===== src/design/stlu_cell.sv =====
// ----------------------------------------------------------------------------
// stlu_cell: one window entry of the bounded until chain
// Holds one candidate value. When the sweep token passes, the entry is
// replaced by the new candidate or, if inside the window, tightened by
// phi1; live entries extend the running maximum handed to the next cell.
// ----------------------------------------------------------------------------
`default_nettype none

module stlu_cell #(
	parameter int VALUE_BITS = 32,
	parameter int IDX        = 0,
	parameter int IDX_W      = 6,
	parameter int CNT_W      = 7
) (
	input  wire logic                         clk,
	input  wire logic                         arst_n,
	input  wire logic                         clear,
	input  wire logic                         tok_valid_in,
	input  wire logic signed [VALUE_BITS-1:0] max_in,
	input  wire logic        [IDX_W-1:0]      slot,
	input  wire logic        [CNT_W-1:0]      size,
	input  wire logic signed [VALUE_BITS-1:0] p1,
	input  wire logic signed [VALUE_BITS-1:0] cand,
	output logic                              tok_valid_out,
	output logic signed      [VALUE_BITS-1:0] max_out
);

	localparam logic [IDX_W-1:0] MY_SLOT = IDX_W'(IDX);
	localparam logic [CNT_W-1:0] MY_CNT  = CNT_W'(IDX);

	logic signed [VALUE_BITS-1:0] val_q;
	logic signed [VALUE_BITS-1:0] val_next;
	logic signed [VALUE_BITS-1:0] max_next;
	logic signed [VALUE_BITS-1:0] max_q;
	logic                         valid_q;
	logic                         is_slot;
	logic                         live;

	assign is_slot = (slot == MY_SLOT);
	assign live    = (MY_CNT < size);

	always_comb begin
		if (is_slot) begin
			val_next = cand;
		end else if (live) begin
			val_next = (val_q <= p1) ? val_q : p1;
		end else begin
			val_next = val_q;
		end
		if (live && (val_next > max_in)) begin
			max_next = val_next;
		end else begin
			max_next = max_in;
		end
	end

	always_ff @(posedge clk or negedge arst_n) begin
		if (!arst_n) begin
			val_q   <= '0;
			valid_q <= 1'b0;
		end else begin
			valid_q <= tok_valid_in;
			if (clear) begin
				val_q <= '0;
			end else if (tok_valid_in) begin
				val_q <= val_next;
			end
		end
	end

	always_ff @(posedge clk) begin
		max_q <= max_next;
	end

	assign tok_valid_out = valid_q;
	assign max_out       = max_q;

endmodule

`default_nettype wire


===== config.mk =====
export PLATFORM = sky130hd
export DESIGN_NAME = stlu_cell
export DESIGN_NICKNAME = d
export VERILOG_FILES = /design/src/design/stlu_cell.sv
export SDC_FILE = /design/constraint.sdc
export NUM_CORES = 1
export LEC_CHECK = 0
export BUFFER_PORTS_ARGS = -buffer_cell sky130_fd_sc_hd__buf_2
export CAP_MARGIN = 5
export CELL_PAD_IN_SITES_DETAIL_PLACEMENT = 0
export CELL_PAD_IN_SITES_GLOBAL_PLACEMENT = 1
export CORE_MARGIN = 3
export CORE_UTILIZATION = 41
export CTS_CLUSTER_SIZE = 10
export DETAILED_ROUTE_END_ITERATION = 7
export MAX_ROUTING_LAYER = met4
export PLACE_DENSITY_LB_ADDON = 0.1
export RECOVER_POWER = 25
export SLEW_MARGIN = 10
export SYNTH_ARGS = -nofsm -noshare
export SYNTH_HDL_FRONTEND = slang
export SYNTH_SLANG_ARGS = --single-unit

===== constraint.sdc =====
create_clock -name clk -period 5.4 [get_ports clk]
set_clock_uncertainty 0.2 [all_clocks]
set_input_delay 1.08 -clock clk [delete_from_list [all_inputs] [get_ports clk]]
set_output_delay 1.08 -clock clk [all_outputs]
set_load 0.05 [all_outputs]

# Word-level counts from Yosys, hierarchy flattened
# Index checks and enable logic that the tools add are counted.
[op_classes]
magnitude_cmp = 3
n_mux = 6
reduce_logical = 3
[ops]
columns = ["operator", "n"]
rows = [
  ["32-bit 2-to-1 mux", 6],
  ["32-bit greater-than comparator", 1],
  ["32-bit less-or-equal comparator", 1],
  ["1-bit by 7-bit less-than comparator with 1-bit output, first input constant", 1],
  ["6-bit zero test", 1],
  ["2-bit nonzero test", 1],
  ["1-bit logical AND", 1],
]
[word_totals]
register_bits = 65
inputBits = 113
out_inout_bits = 33
elab_cells = 15

# Logic depth before layout (Yosys ltp)
# Gate-level depths: netlist (run 1).
[logic_depth]
depth_word = 7
ltp_mapped = 20
ltp_nobuf = 18

# Least setup slack after synthesis (run 1)
# No wires, ideal clock.
[synth_path]
path_kind = "input to register"
startpoint = "in p1[9]"
endpoint = "reg max_q[22] (netlist: max_out[22])"
arrival_time_ps = 5218
t_required_ps = 5079
path_slack_ps = -140
path_stages = 20
n_path_buf = 2
path_cell_list = "inv_1 > ha_1 > a21o_1 > a21oi_2 > o221ai_2 > a211o_4 > a211o_4 > buf_6 > o211ai_2 > a31oi_2 > ha_1 > nand4_1 > nor3_1 > o2111ai_1 > o211ai_1 > nor3_2 > xnor2_1 > a311oi_4 > buf_4 > mux2_4"
[synth_via]
elab_chain_len = 7
[synth_lines]
columns = ["item", "line", "source"]
rows = [
  ["start: declaration", "22", "input wire logic signed [VALUE_BITS-1:0] p1,"],
  ["32-bit less-or-equal comparator", "46", "val_next = (val_q <= p1) ? val_q : p1;"],
  ["32-bit 2-to-1 mux (*)", "46", ""],
  ["32-bit 2-to-1 mux (*)", "45", "end else if (live) begin"],
  ["32-bit 2-to-1 mux (*)", "43", "if (is_slot) begin"],
  ["32-bit greater-than comparator", "50", "if (live && (val_next > max_in)) begin"],
  ["1-bit logical AND", "50", ""],
  ["32-bit 2-to-1 mux (*)", "50", ""],
  ["net max_next[22]", "33", "logic signed [VALUE_BITS-1:0] max_next;"],
  ["end signal: assignment", "72", "max_q <= max_next;"],
  ["end: declaration", "34", "logic signed [VALUE_BITS-1:0] max_q;"],
]
# Mark *: on every way through the listed nets, which the timed path passes. The rest lies on a longest branch.
# A chain may end at the register's enable or synchronous reset.

# Final worst setup path (run 1)
[layout_path]
startpoint = "in p1[27]"
endpoint = "reg max_q[31] (netlist: max_out[31])"
# Same word-level chain as after synthesis.

==> results of run 1 <==
## cell usage in the layout, fill, tap and decap left out, types with 3 or more instances in the layout
cell       instances
ha_4               8
o21ai_1            3
ha_1              56
clkbuf_1           4
buf_2            142
nor2_1            39
o211ai_2          29
buf_6              6
dfxtp_1           32
nand3_1            6
a21oi_2            7
dfrtp_1           33
clkbuf_8           3
mux2_4            29
o211ai_1          38
nand2_1           15
buf_4            135
a211o_4            3
clkbuf_16         14
a31oi_2           25
a21o_1             4
inv_1             65
buf_12            10
o21ai_0            5
buf_8              5
a21oi_1           49
nand4_1           15
a31oi_4            7
o221a_1           30
## timing repair
| action | 4_1_cts | 5_1_grt |
|---|---|---|
| setup endpoints to repair | 32 | 32 |
| resized for setup | 24 | 36 |
| cloned | 3 | 4 |
| setup buffers | 14 | 26 |
| pin swaps | 5 | 18 |
## flip-flops by register name, summed over array words and instances, names as in the netlist
signal         cells
val_q             32
max_out           32
tok_valid_out      1
## worst paths after layout
kind                          start          end  slack (ns)
setup / recovery             p1[27]  max_out[31]       -0.14
min in group asynchronous    arst_n    val_q[25]        1.17
hold / removal             val_q[0]     val_q[0]        0.39
max in group asynchronous    arst_n     val_q[0]        2.59
setup reg to reg           val_q[1]  max_out[31]        0.30
hold reg to reg            val_q[0]     val_q[0]        0.39
## logic make-up (layout without fill, tap and decap cells)
group | count (synthesis) | after routing | synth area share, %
compound gates | 216 | 217 | 34.29
buf+inv | 108 | 389 | 9.041
simple gates | 98 | 98 | 8.910
flops | 65 | 65 | 25.59
fa+ha+maj | 64 | 64 | 13.98
mux | 32 | 32 | 8.037
xor+xnor | 1 | 1 | 0.1529
## worst reg2reg max path, stage by stage (launching register included)
cell and delay, ns:
dfrtp_1 0.43, ha_4 0.26, nor2b_4 0.12, o211ai_1 0.25, a2111oi_4 0.13, a211o_4 0.36, buf_6 0.13, a21oi_4 0.27
buf_12 0.18, buf_8 0.14, o211ai_2 0.12, a31oi_4 0.22, ha_4 0.23, or3_4 0.36, o2111ai_2 0.09, o211ai_1 0.16
nor3_2 0.28, xnor2_2 0.11, a311oi_4 0.26, buf_6 0.20, buf_12 0.14, mux2_2 0.35
## where the power goes
group	leakage (nW)	switching (mW)	total [mW]	internal, mW
Combinational	3.28	1.27	2.38	1.10
Sequential	0.707	0.0715	0.719	0.647
Clock	0.152	0.227	0.605	0.378
Total	4.14	1.57	3.70	2.13
## metal layers
metal	routed length, um	up-vias
met5	0	-
met1	9166	2836
met4	325	0
met3	1335	23
li1	-	2794
met2	9721	202
## cells in the mapped netlist, types with 12 or more instances
cell / number
nand2_1: 16
dfrtp_1: 33
a31oi_2: 30
o221a_1: 30
a21oi_1: 54
ha_1: 64
o211ai_1: 38
dfxtp_1: 32
nand4_1: 15
clkbuf_1: 13
mux2_4: 27
nor2_1: 39
o211ai_2: 29
buf_2: 12
inv_1: 67
## final cells by class
| type | count | area (um2) | area share [%] |
|---|---|---|---|
| flip-flops and latches | 65 | 1466 | 17.19 |
| multi-input cells | 412 | 4054 | 47.53 |
| inverters | 67 | 254.0 | 2.978 |
| repair buffers | 306 | 2230 | 26.14 |
| clock inverters | 1 | 6.256 | 0.07335 |
| well taps | 176 | 220.2 | 2.582 |
| clock buffers | 15 | 299.0 | 3.506 |
## stage by stage
step,hold WS [ns],cells
after global routing,0.4276,1042
after floorplan,0.3485,584
after CTS,0.4010,1012
after global placement,0.3798,979
after detailed placement,0.3880,979
final,0.3950,1042
==> results.md, run 1 <==
- Max Clk Rate: 180.6 MHz
- Hold WC Path Type: flip-flop to flip-flop
- Crit Path Category: input port to flip-flop
- Cell variety after synth: 53
- Placement Setup Slack: -0.5890 ns
- Seq cells post-synth: 65
- Layout cell share with drive strength beyond 1: 52.66%
- Critical Path Max Stage Delay: between 0.3 and 0.4 ns
- CTS sink cnt: 65
- WP data required: roughly 5.4 ns
- Post-synth EDFFs: 0
- Worst R2R Path Depth: 21
- Stages on the worst setup path: 24
- Top delay family on crit path: compound AO/OA/AOI/OAI gates
- Global-route wire length before repair: 31350 um
- Vias in the first global route: slightly below 6000
- Worst path slowest cell: a31oi_2
- Register area share after synthesis: between 20% and 30%
- Initial antenna violation count: 0
- Count of hold-fix buffers inserted at cts: 0
- H-tree levels: 3
- Area after DPL: between 0.007 and 0.008 mm2
- Routability cong.: 0.8931
- Layout Nets: between 1000 and 1500
- Layout area overhead: 48.88%
- Slew headroom: -44.06%
- Drc violations: 0
- Synth top area share: between 10 and 15%
- Port buffer count: 145
- Hold path depth: 1
- Antenna Nets Post-Route: 0
- Met1 Resource Use GR: a little over a third
- # IOs: roughly 150
- Die height: approximately 120 um
- CTS root buf: clkbuf_16
- Total nets after synthesis: 761
- Final Cell Area: 0.008529 mm2
- GRT Total Usage: 25.87%
- Drt wl/cell: roughly 20 um
- Area contributors post-synth: dfrtp_1, ha_1, dfxtp_1
- RSZ-0062 raised after global routing: true
- Max VDD drop: about 0.16 mV
- GRT met2 Usage: 40.81%
- Max FO, Critical Path: 7
- Iter 0 DRT Violations: about 460
- Critical-path cell list: buf_2 > inv_1 > ha_1 > nand4_1 > buf_4 > nor4_2 > buf_4 > nand3_2 > a31oi_4 > buf_12 > buf_8 > o211ai_1 > a31oi_2 > ha_1 > buf_4 > a21o_1 > o2111ai_2 > a31oi_1 > nor3_2 > xnor2_2 > a311oi_4 > buf_6 > buf_12 > mux2_2
- Drt total wl: 20550 um
- WP buf/inv: 9
- Grt total ovfl: 0
- Dpl hpwl: approximately 14000 um
- Clk buf depth: 2
- Filler cell count in the final layout: between 1000 and 1500
- Syn Std Cell Area: ~0.0057 mm2
- PD cells: 433.9 mW/mm2
- Asr flop ratio synth: 50.77%
- Final setup viols: 31
- Largest net degree at the start of global routing: 36
- Startpoint class of the critical path: input port
- Later-pin clock latency in the skew report: ~0.34 ns
- Outcome: finished with violations
- Routed vias/inst: ~5.6
- Worst-Margin Slew: 2.161 ns
- Failing checks: capacitance limit, slew limit, setup timing
- Die width: 124.2 um
- Cells after Synth: roughly 580
- DR vias: about 5900
- Utilization after layout: 63.40%
- Max-cap viol count: 2
- CTS tree: built
- Setup_tns: -2.289 ns
- Top cell type by total area after synthesis: dfrtp_1
- Cell repeated most along the worst path: buf_4
- GR Layer Usage met3: a little under 4%
- Synth Area per Inst: 9.810 um2
- Clock transition at path regs: 0.06 ns
- Num rows: 42
- Final hold vios: 0
- Die area: between 0.015 and 0.02 mm2
- Final min period: around 5.5 ns
- Lkg Pwr: roughly 4.1 nW
- Grt peak-use layer: met2
- Primary FF master, synth: dfrtp_1
- Arrival @ worst endpoint: 5.56 ns
- Starting Density: approximately 43%
- Core ar.: ~0.013 mm2
- Ys Warns: 0
- Final total power: ~3.7 mW
- Slew Limit Fails: 70
- Final setup margin: -0.1362 ns
- Pre-antenna DRT Iters: 5
- Final period util: 102.5%
- CTS buffer count: 9
- Diode count: 0
- Setup crit end kind: flip-flop
(Power assumes the default switching activity.)
==> inputs of run 2 (changes only) <==
- ABC_AREA: default -> 1
- CORE_UTILIZATION: 41 -> 37
- TNS_END_PERCENT: default -> 10
==> results.md, run 2 <==
- Die height: 125.9 um (+1.4%)
- Area of the multi-input gates: 0.003263 mm2 (-20%)
- Final setup viols: 0 (-100%)
- Antenna Nets Post-Route: 0 (unchanged)
- Max-cap viol count: 1 (-1)
- Final Cell Area: 0.006492 mm2 (-24%)
- Critical path startpoint: p1[31]
- Vias in the first global route: 5251 (-11%)
- CTS buffer count: 9 (unchanged)
- Total nets after synthesis: 952 (+25%)
- Area after DPL: 0.006223 mm2 (-16%)
- Die width: 125.9 um (+1.4%)
- Slew Limit Fails: 34 (-51%)
- Placement Setup Slack: 0.08628 ns (+0.6753 ns)
- RR Endpoint: max_out[26]
- Seq cells post-synth: 65 (unchanged)
- Startpoint class of the critical path: input port
- Primary FF master, synth: dfrtp_1
- Setup crit end kind: flip-flop
- CTS root buf: clkbuf_16
- Worst reg-to-reg setup slack: 0.98 ns (+0.68 ns)
- Core ar.: 0.01399 mm2 (+4.0%)
- Clk buf depth: 2 (unchanged)
- Post-CTS sizing: 0 (-100%)
- Most common cell after layout, fill and taps aside: nand2_1
- Post-synth EDFFs: 0 (unchanged)
- # IOs: 146 (unchanged)
- Layout cell share with drive strength beyond 1: 26.30% (-26 points)
- Max Clk Rate: 203.7 MHz (+13%)
- Commonest cells after routing, fill and taps aside: nand2_1, buf_2, inv_1
- Utilization after layout: 46.41% (-17 points)
- Crit Path Category: input port to flip-flop
- CTS sink cnt: 65 (unchanged)
- Cell repeated most along the worst path: nand2_1
- Synth cell count leaders: nand2_1, inv_1, nand3_1
- Area contributors post-synth: nand2_1, dfrtp_1, ha_1
- Final min period: 4.908 ns (-0.6279 ns)
- Drt total wl: 16090 um (-22%)
- Lkg Pwr: 4.068 nW (-1.7%)
- FF-to-FF Start: val_q[31]
- Pre-antenna DRT Iters: 4 (-1)
- Critical Path Max Stage Delay: 0.48 ns (+0.14 ns)
- Clock transition at path regs: 0.05 ns (about the same)
- Top cell type by total area after synthesis: nand2_1
- Hold WC Path Type: flip-flop to flip-flop
- CP endpoint: max_out[26]
- Iter 0 DRT Violations: 216 (-53%)
- RSZ-0062 raised after global routing: false
- Layout Nets: 1092 (+5.2%)
- CTS tree: built
- Routed vias/inst: 4.857 (-14%)
- Worst-Margin Slew: 2.111 ns (-0.04975 ns)
- Filler cell count in the final layout: 1492 (+28%)
- Final hold vios: 0 (unchanged)
- Max VDD drop: 0.2976 mV (+85%)
- Register area share after synthesis: 27.56% (+2.0 points)
- Die area: 0.01586 mm2 (+2.8%)
- Cells after Synth: 775 (+33%)
- Worst path slowest cell: nand3_2
- Drt wl/cell: 14.62 um (-26%)
- Reg area: 0.001466 mm2 (unchanged)
- Max FO, Critical Path: 23 (+16)
- Routability cong.: 0.8000 (-10%)
- Dpl hpwl: 11970 um (-16%)
- Diode count: 0 (unchanged)
- Global-route wire length before repair: 25900 um (-17%)
- Placed Cells: 1083 (+11%)
- Initial antenna violation count: 0 (unchanged)
- Final period util: 90.90% (-12 points)
- Hold slack: 0.2851 ns (-0.1099 ns)
- Most frequent cell after synthesis: nand2_1
- WP data required: 5.48 ns (+0.06 ns)
- H-tree levels: 3 (unchanged)
- Count of hold-fix buffers inserted at cts: 0 (unchanged)
- Failing checks: capacitance limit, slew limit
- DR vias: 5343 (-8.7%)
- Syn Std Cell Area: 0.005321 mm2 (-7.1%)
- Largest net degree at the start of global routing: 34 (-5.6%)
- Arrival @ worst endpoint: 4.99 ns (-0.57 ns)
- Outcome: finished with violations
- Asr flop ratio synth: 50.77% (unchanged)
- Starting Density: 38.04% (-4.5 points)
- Worst R2R Path Depth: 27 (+29%)
- Slew headroom: -40.74% (+3.3 points)
- Non-Filler Instances: 1100 (+5.6%)
- Later-pin clock latency in the skew report: 0.34 ns (about the same)
- PD cells: 421.3 mW/mm2 (-2.9%)
- Ys Warns: 0 (unchanged)
- Port buffer count: 145 (unchanged)
- Setup_tns: 0 ns (+2.289 ns)
- GRT Total Usage: 20.94% (-4.9 points)
- Final setup margin: 0.4917 ns (+0.6279 ns)
- Layout area overhead: 22.01%
- Post-CTS setup buffer count: 0 (-14)
- Synth Area per Inst: 6.866 um2 (-30%)
- Cell variety after synth: 31 (-42%)
- Num rows: 43 (+2.4%)
- Grt total ovfl: 0 (unchanged)
- Final total power: 2.736 mW (-26%)
- Drc violations: 0 (unchanged)
- Synth top area share: 18.06% (+3.6 points)
==> run 2: area by class of cell <==
type / count / area share, %
Tap cell: 180 / 3.469
Clock buffer: 16 / 4.028
Inverter: 118 / 6.822
Timing Repair Buffer: 158 / 12.83
Multi-Input combinational cell: 563 / 50.26
Sequential cell: 65 / 22.59
==> run 2: report_power, final <==
part | internal (mW) | leakage [nW] | switching [mW]
combinational | 0.418 | 3.24 | 1.07
sequential | 0.645 | 0.706 | 0.0621
clock | 0.325 | 0.125 | 0.218
==> run 2: worst min path at each step <==
stage          depth (start not counted)  endpoint      from  slack, ns
4_1_cts                                2  val_q[0]  val_q[0]       0.28
6_report                               2  val_q[0]  val_q[0]       0.29
3_5_place_dp                           2  val_q[0]  val_q[0]       0.27
5_1_grt                                2  val_q[0]  val_q[0]       0.30
3_3_place_gp                           2  val_q[0]  val_q[0]       0.26
2_1_floorplan                          2  val_q[0]  val_q[0]       0.25
==> run 2: kinds of logic after synthesis <==
| kind of cell | synth area share (%) |
|---|---|
| buffers and inverters | 11.50 |
| adders and majority gates | 15.05 |
| and+or+nand+nor | 41.76 |
| AOI/OAI and AO/OA | 4.138 |
| DFF | 27.56 |
==> run 2: metal layers <==
layer / wire [um] / vias up / track usage (%)
met1: 7616 / 2405 / 26.75
li1: - / 2771 / -
met4: 293 / 0 / 6.814
met5: 0 / - / -
met3: 868 / 19 / 3.350
met2: 7308 / 148 / 34.02
==> run 2: critical path, delay by kind of cell <==
family,cells,cell delay (ns)
and+or+nand+nor,18,1.84
buffers and inverters,6,0.84
adders and majority gates,2,0.62
AOI/OAI and AO/OA,3,0.56
==> inputs of run 3 (changes only) <==
- CELL_PAD_IN_SITES_DETAIL_PLACEMENT: 0 -> 1
- CELL_PAD_IN_SITES_GLOBAL_PLACEMENT: 1 -> 2
- CORE_UTILIZATION: 37 -> 29
==> results.md, run 3 (synthesis gave the netlist of run 2 again) <==
- Count of hold-fix buffers inserted at cts: 0 (unchanged)
- Final setup viols: 0 (unchanged)
- Clk buf depth: 2 (unchanged)
- Worst reg-to-reg setup slack: 0.86 ns (-0.12 ns)
- Final period util: 92.29% (+1.4 points)
- Logic pwr share: 54.7% (+0.4 points)
- Later-pin clock latency in the skew report: 0.35 ns (about the same)
- Die height: 141.5 um (+12%)
- Outcome: finished with violations
- Routability cong.: 0.8235 (+2.9%)
- Worst R2R Path Depth: 25 (-7.4%)
- GRT Total Usage: 18.81% (-2.1 points)
- Die area: 0.02001 mm2 (+26%)
- Setup_tns: 0 ns (unchanged)
- Failing checks: capacitance limit, slew limit
- Slew headroom: -42.74% (-2.0 points)
- Top delay family on crit path: simple AND/OR/NAND/NOR gates
- Clk pwr share: 21.0% (+1.2 points)
- PD cells: 437.0 mW/mm2 (+3.7%)
- CTS root buf: clkbuf_16
- Die width: 141.5 um (+12%)
- Grt total ovfl: 0 (unchanged)
- Iter 0 DRT Violations: 202 (-6.5%)
- Diode count: 0 (unchanged)
- Worst path slowest cell: nor4_4
- Max FO, Critical Path: 32 (+39%)
- Lkg Pwr: 4.133 nW (+1.6%)
- Hold path depth: 2 (unchanged)
- Final min period: 4.984 ns (+0.07541 ns)
- Met3 Routed Length: 866 um (-0.23%)
- Initial antenna violation count: 0 (unchanged)
- Crit Path Category: input port to flip-flop
- M1 WL: 8343 um (+9.5%)
- Routed vias/inst: 4.738 (-2.5%)
- Global-route wire length before repair: 29370 um (+13%)
- Num rows: 48 (+12%)
- WP buf/inv: 7 (+1)
- Layout cell share with drive strength beyond 1: 27.38% (+1.1 points)
- DR WL met2: 9142 um (+25%)
- Drt wl/cell: 16.12 um (+10%)
- Stages on the worst setup path: 27 (-6.9%)
- Port buffer count: 145 (unchanged)
- WP data required: 5.44 ns (-0.04 ns)
- Max Clk Rate: 200.7 MHz (-1.5%)
- Dpl hpwl: 13440 um (+12%)
- Starting Density: 30.14% (-7.9 points)
- CTS buffer count: 9 (unchanged)
- Hold WC Path Type: flip-flop to flip-flop
- Antenna Nets Post-Route: 0 (unchanged)
- Pre-antenna DRT Iters: 4 (unchanged)
- Arrival @ worst endpoint: 5.02 ns (+0.03 ns)
- Critical Path Max Stage Delay: 0.37 ns (-0.11 ns)
- Layout Nets: 1096 (+0.37%)
- Switching Share: 49.04% (-0.23 points)
- Final Cell Area: 0.006685 mm2 (+3.0%)
- Commonest cells after routing, fill and taps aside: nand2_1, buf_2, inv_1
- Setup crit end kind: flip-flop
- Slew Limit Fails: 34 (unchanged)
- Filler cell count in the final layout: 2292 (+54%)
- DR vias: 5444 (+1.9%)
- Layout area overhead: 25.63%
- H-tree levels: 3 (unchanged)
- Internal: 1.489 mW (+7.3%)
- Startpoint class of the critical path: input port
- Vias in the first global route: 5853 (+11%)
- Area after DPL: 0.006272 mm2 (+0.78%)
- Drc violations: 0 (unchanged)
- CTS sink cnt: 65 (unchanged)
- Top sig layer: met4
- # IOs: 146 (unchanged)
- Clock transition at path regs: 0.06 ns (about the same)
- Seq pwr share: 24.3% (-1.5 points)
- Cell repeated most along the worst path: nand2_1
- Worst-Margin Slew: 2.141 ns (+0.02993 ns)
- RSZ-0062 raised after global routing: false
- Drt total wl: 18520 um (+15%)
- Final hold vios: 0 (unchanged)
- Largest net degree at the start of global routing: 64 (+88%)
- CTS tree: built
- Max VDD drop: 0.1758 mV (-41%)
- Max-cap viol count: 1 (unchanged)
- Core ar.: 0.01766 mm2 (+26%)
- Most common cell after layout, fill and taps aside: nand2_1
- Switching pwr: 1.433 mW (+6.3%)
==> run 3: worst paths after layout <==
path / startpoint / to
worst max-delay path: p1[11] / max_out[6]
max in group asynchronous: arst_n / val_q[16]
worst max register to register: val_q[11] / max_out[6]
worst min-delay path: val_q[0] / val_q[0]
min in group asynchronous: arst_n / val_q[8]
worst min register to register: val_q[0] / val_q[0]
==> run 3: tightest hold or removal path, cell delays in order (launching register included) <==
cell     delay (ns)
dfrtp_1        0.34
nand2_1        0.05
nand2_1        0.06
==> run 3: cell type report <==
cell class / instances / area [um2] / share of cell area, %
multi-input cells: 562 / 3267 / 48.87
flip-flops and latches: 65 / 1466 / 21.94
repair buffers: 163 / 917.1 / 13.72
inverters: 118 / 455.4 / 6.813
well taps: 225 / 281.5 / 4.211
clock buffers: 11 / 242.7 / 3.631
clock inverters: 5 / 55.05 / 0.8235
==> run 3: metrics by stage <==
step | hold slack (ns) | power (mW) | worst slack, ns | util (%) | std cells
after floorplan | 0.2489 | 1.821 | 1.181 | - | 775
after global placement | 0.2714 | 2.196 | -0.2830 | 35.52 | 1127
after detailed placement | 0.2791 | 2.230 | -0.4599 | 35.52 | 1127
after CTS | 0.2955 | 2.867 | 0.02679 | 37.22 | 1143
after global routing | 0.3215 | 3.155 | 0.02635 | 37.86 | 1149
final | 0.2902 | 2.922 | 0.4163 | 37.86 | 1149
==> run 3: power by group through the flow <==
stage	logic (mW)	registers, mW	clock network [mW]
6_report	1.60	0.709	0.614
4_1_cts	1.52	0.710	0.634
2_1_floorplan	0.693	1.13	0
3_5_place_dp	1.51	0.716	0
3_3_place_gp	1.48	0.711	0
5_1_grt	1.78	0.727	0.652
==> run 3: layer usage <==
| layer | vias up | GRT usage (%) |
|---|---|---|
| li1 | 2764 | - |
| met1 | 2562 | 23.13 |
| met2 | 108 | 32.46 |
| met3 | 10 | 3.269 |
| met4 | 0 | 4.091 |
| met5 | - | - |
==> run 3: timing repair <==
| action | CTS | global route |
|---|---|---|
| resized for setup | 1 | 10 |
| endpoints found under the setup margin | 32 | 32 |
| gates cloned | 0 | 2 |
| pin swaps | 0 | 3 |
| buffers inserted | 0 | 4 |
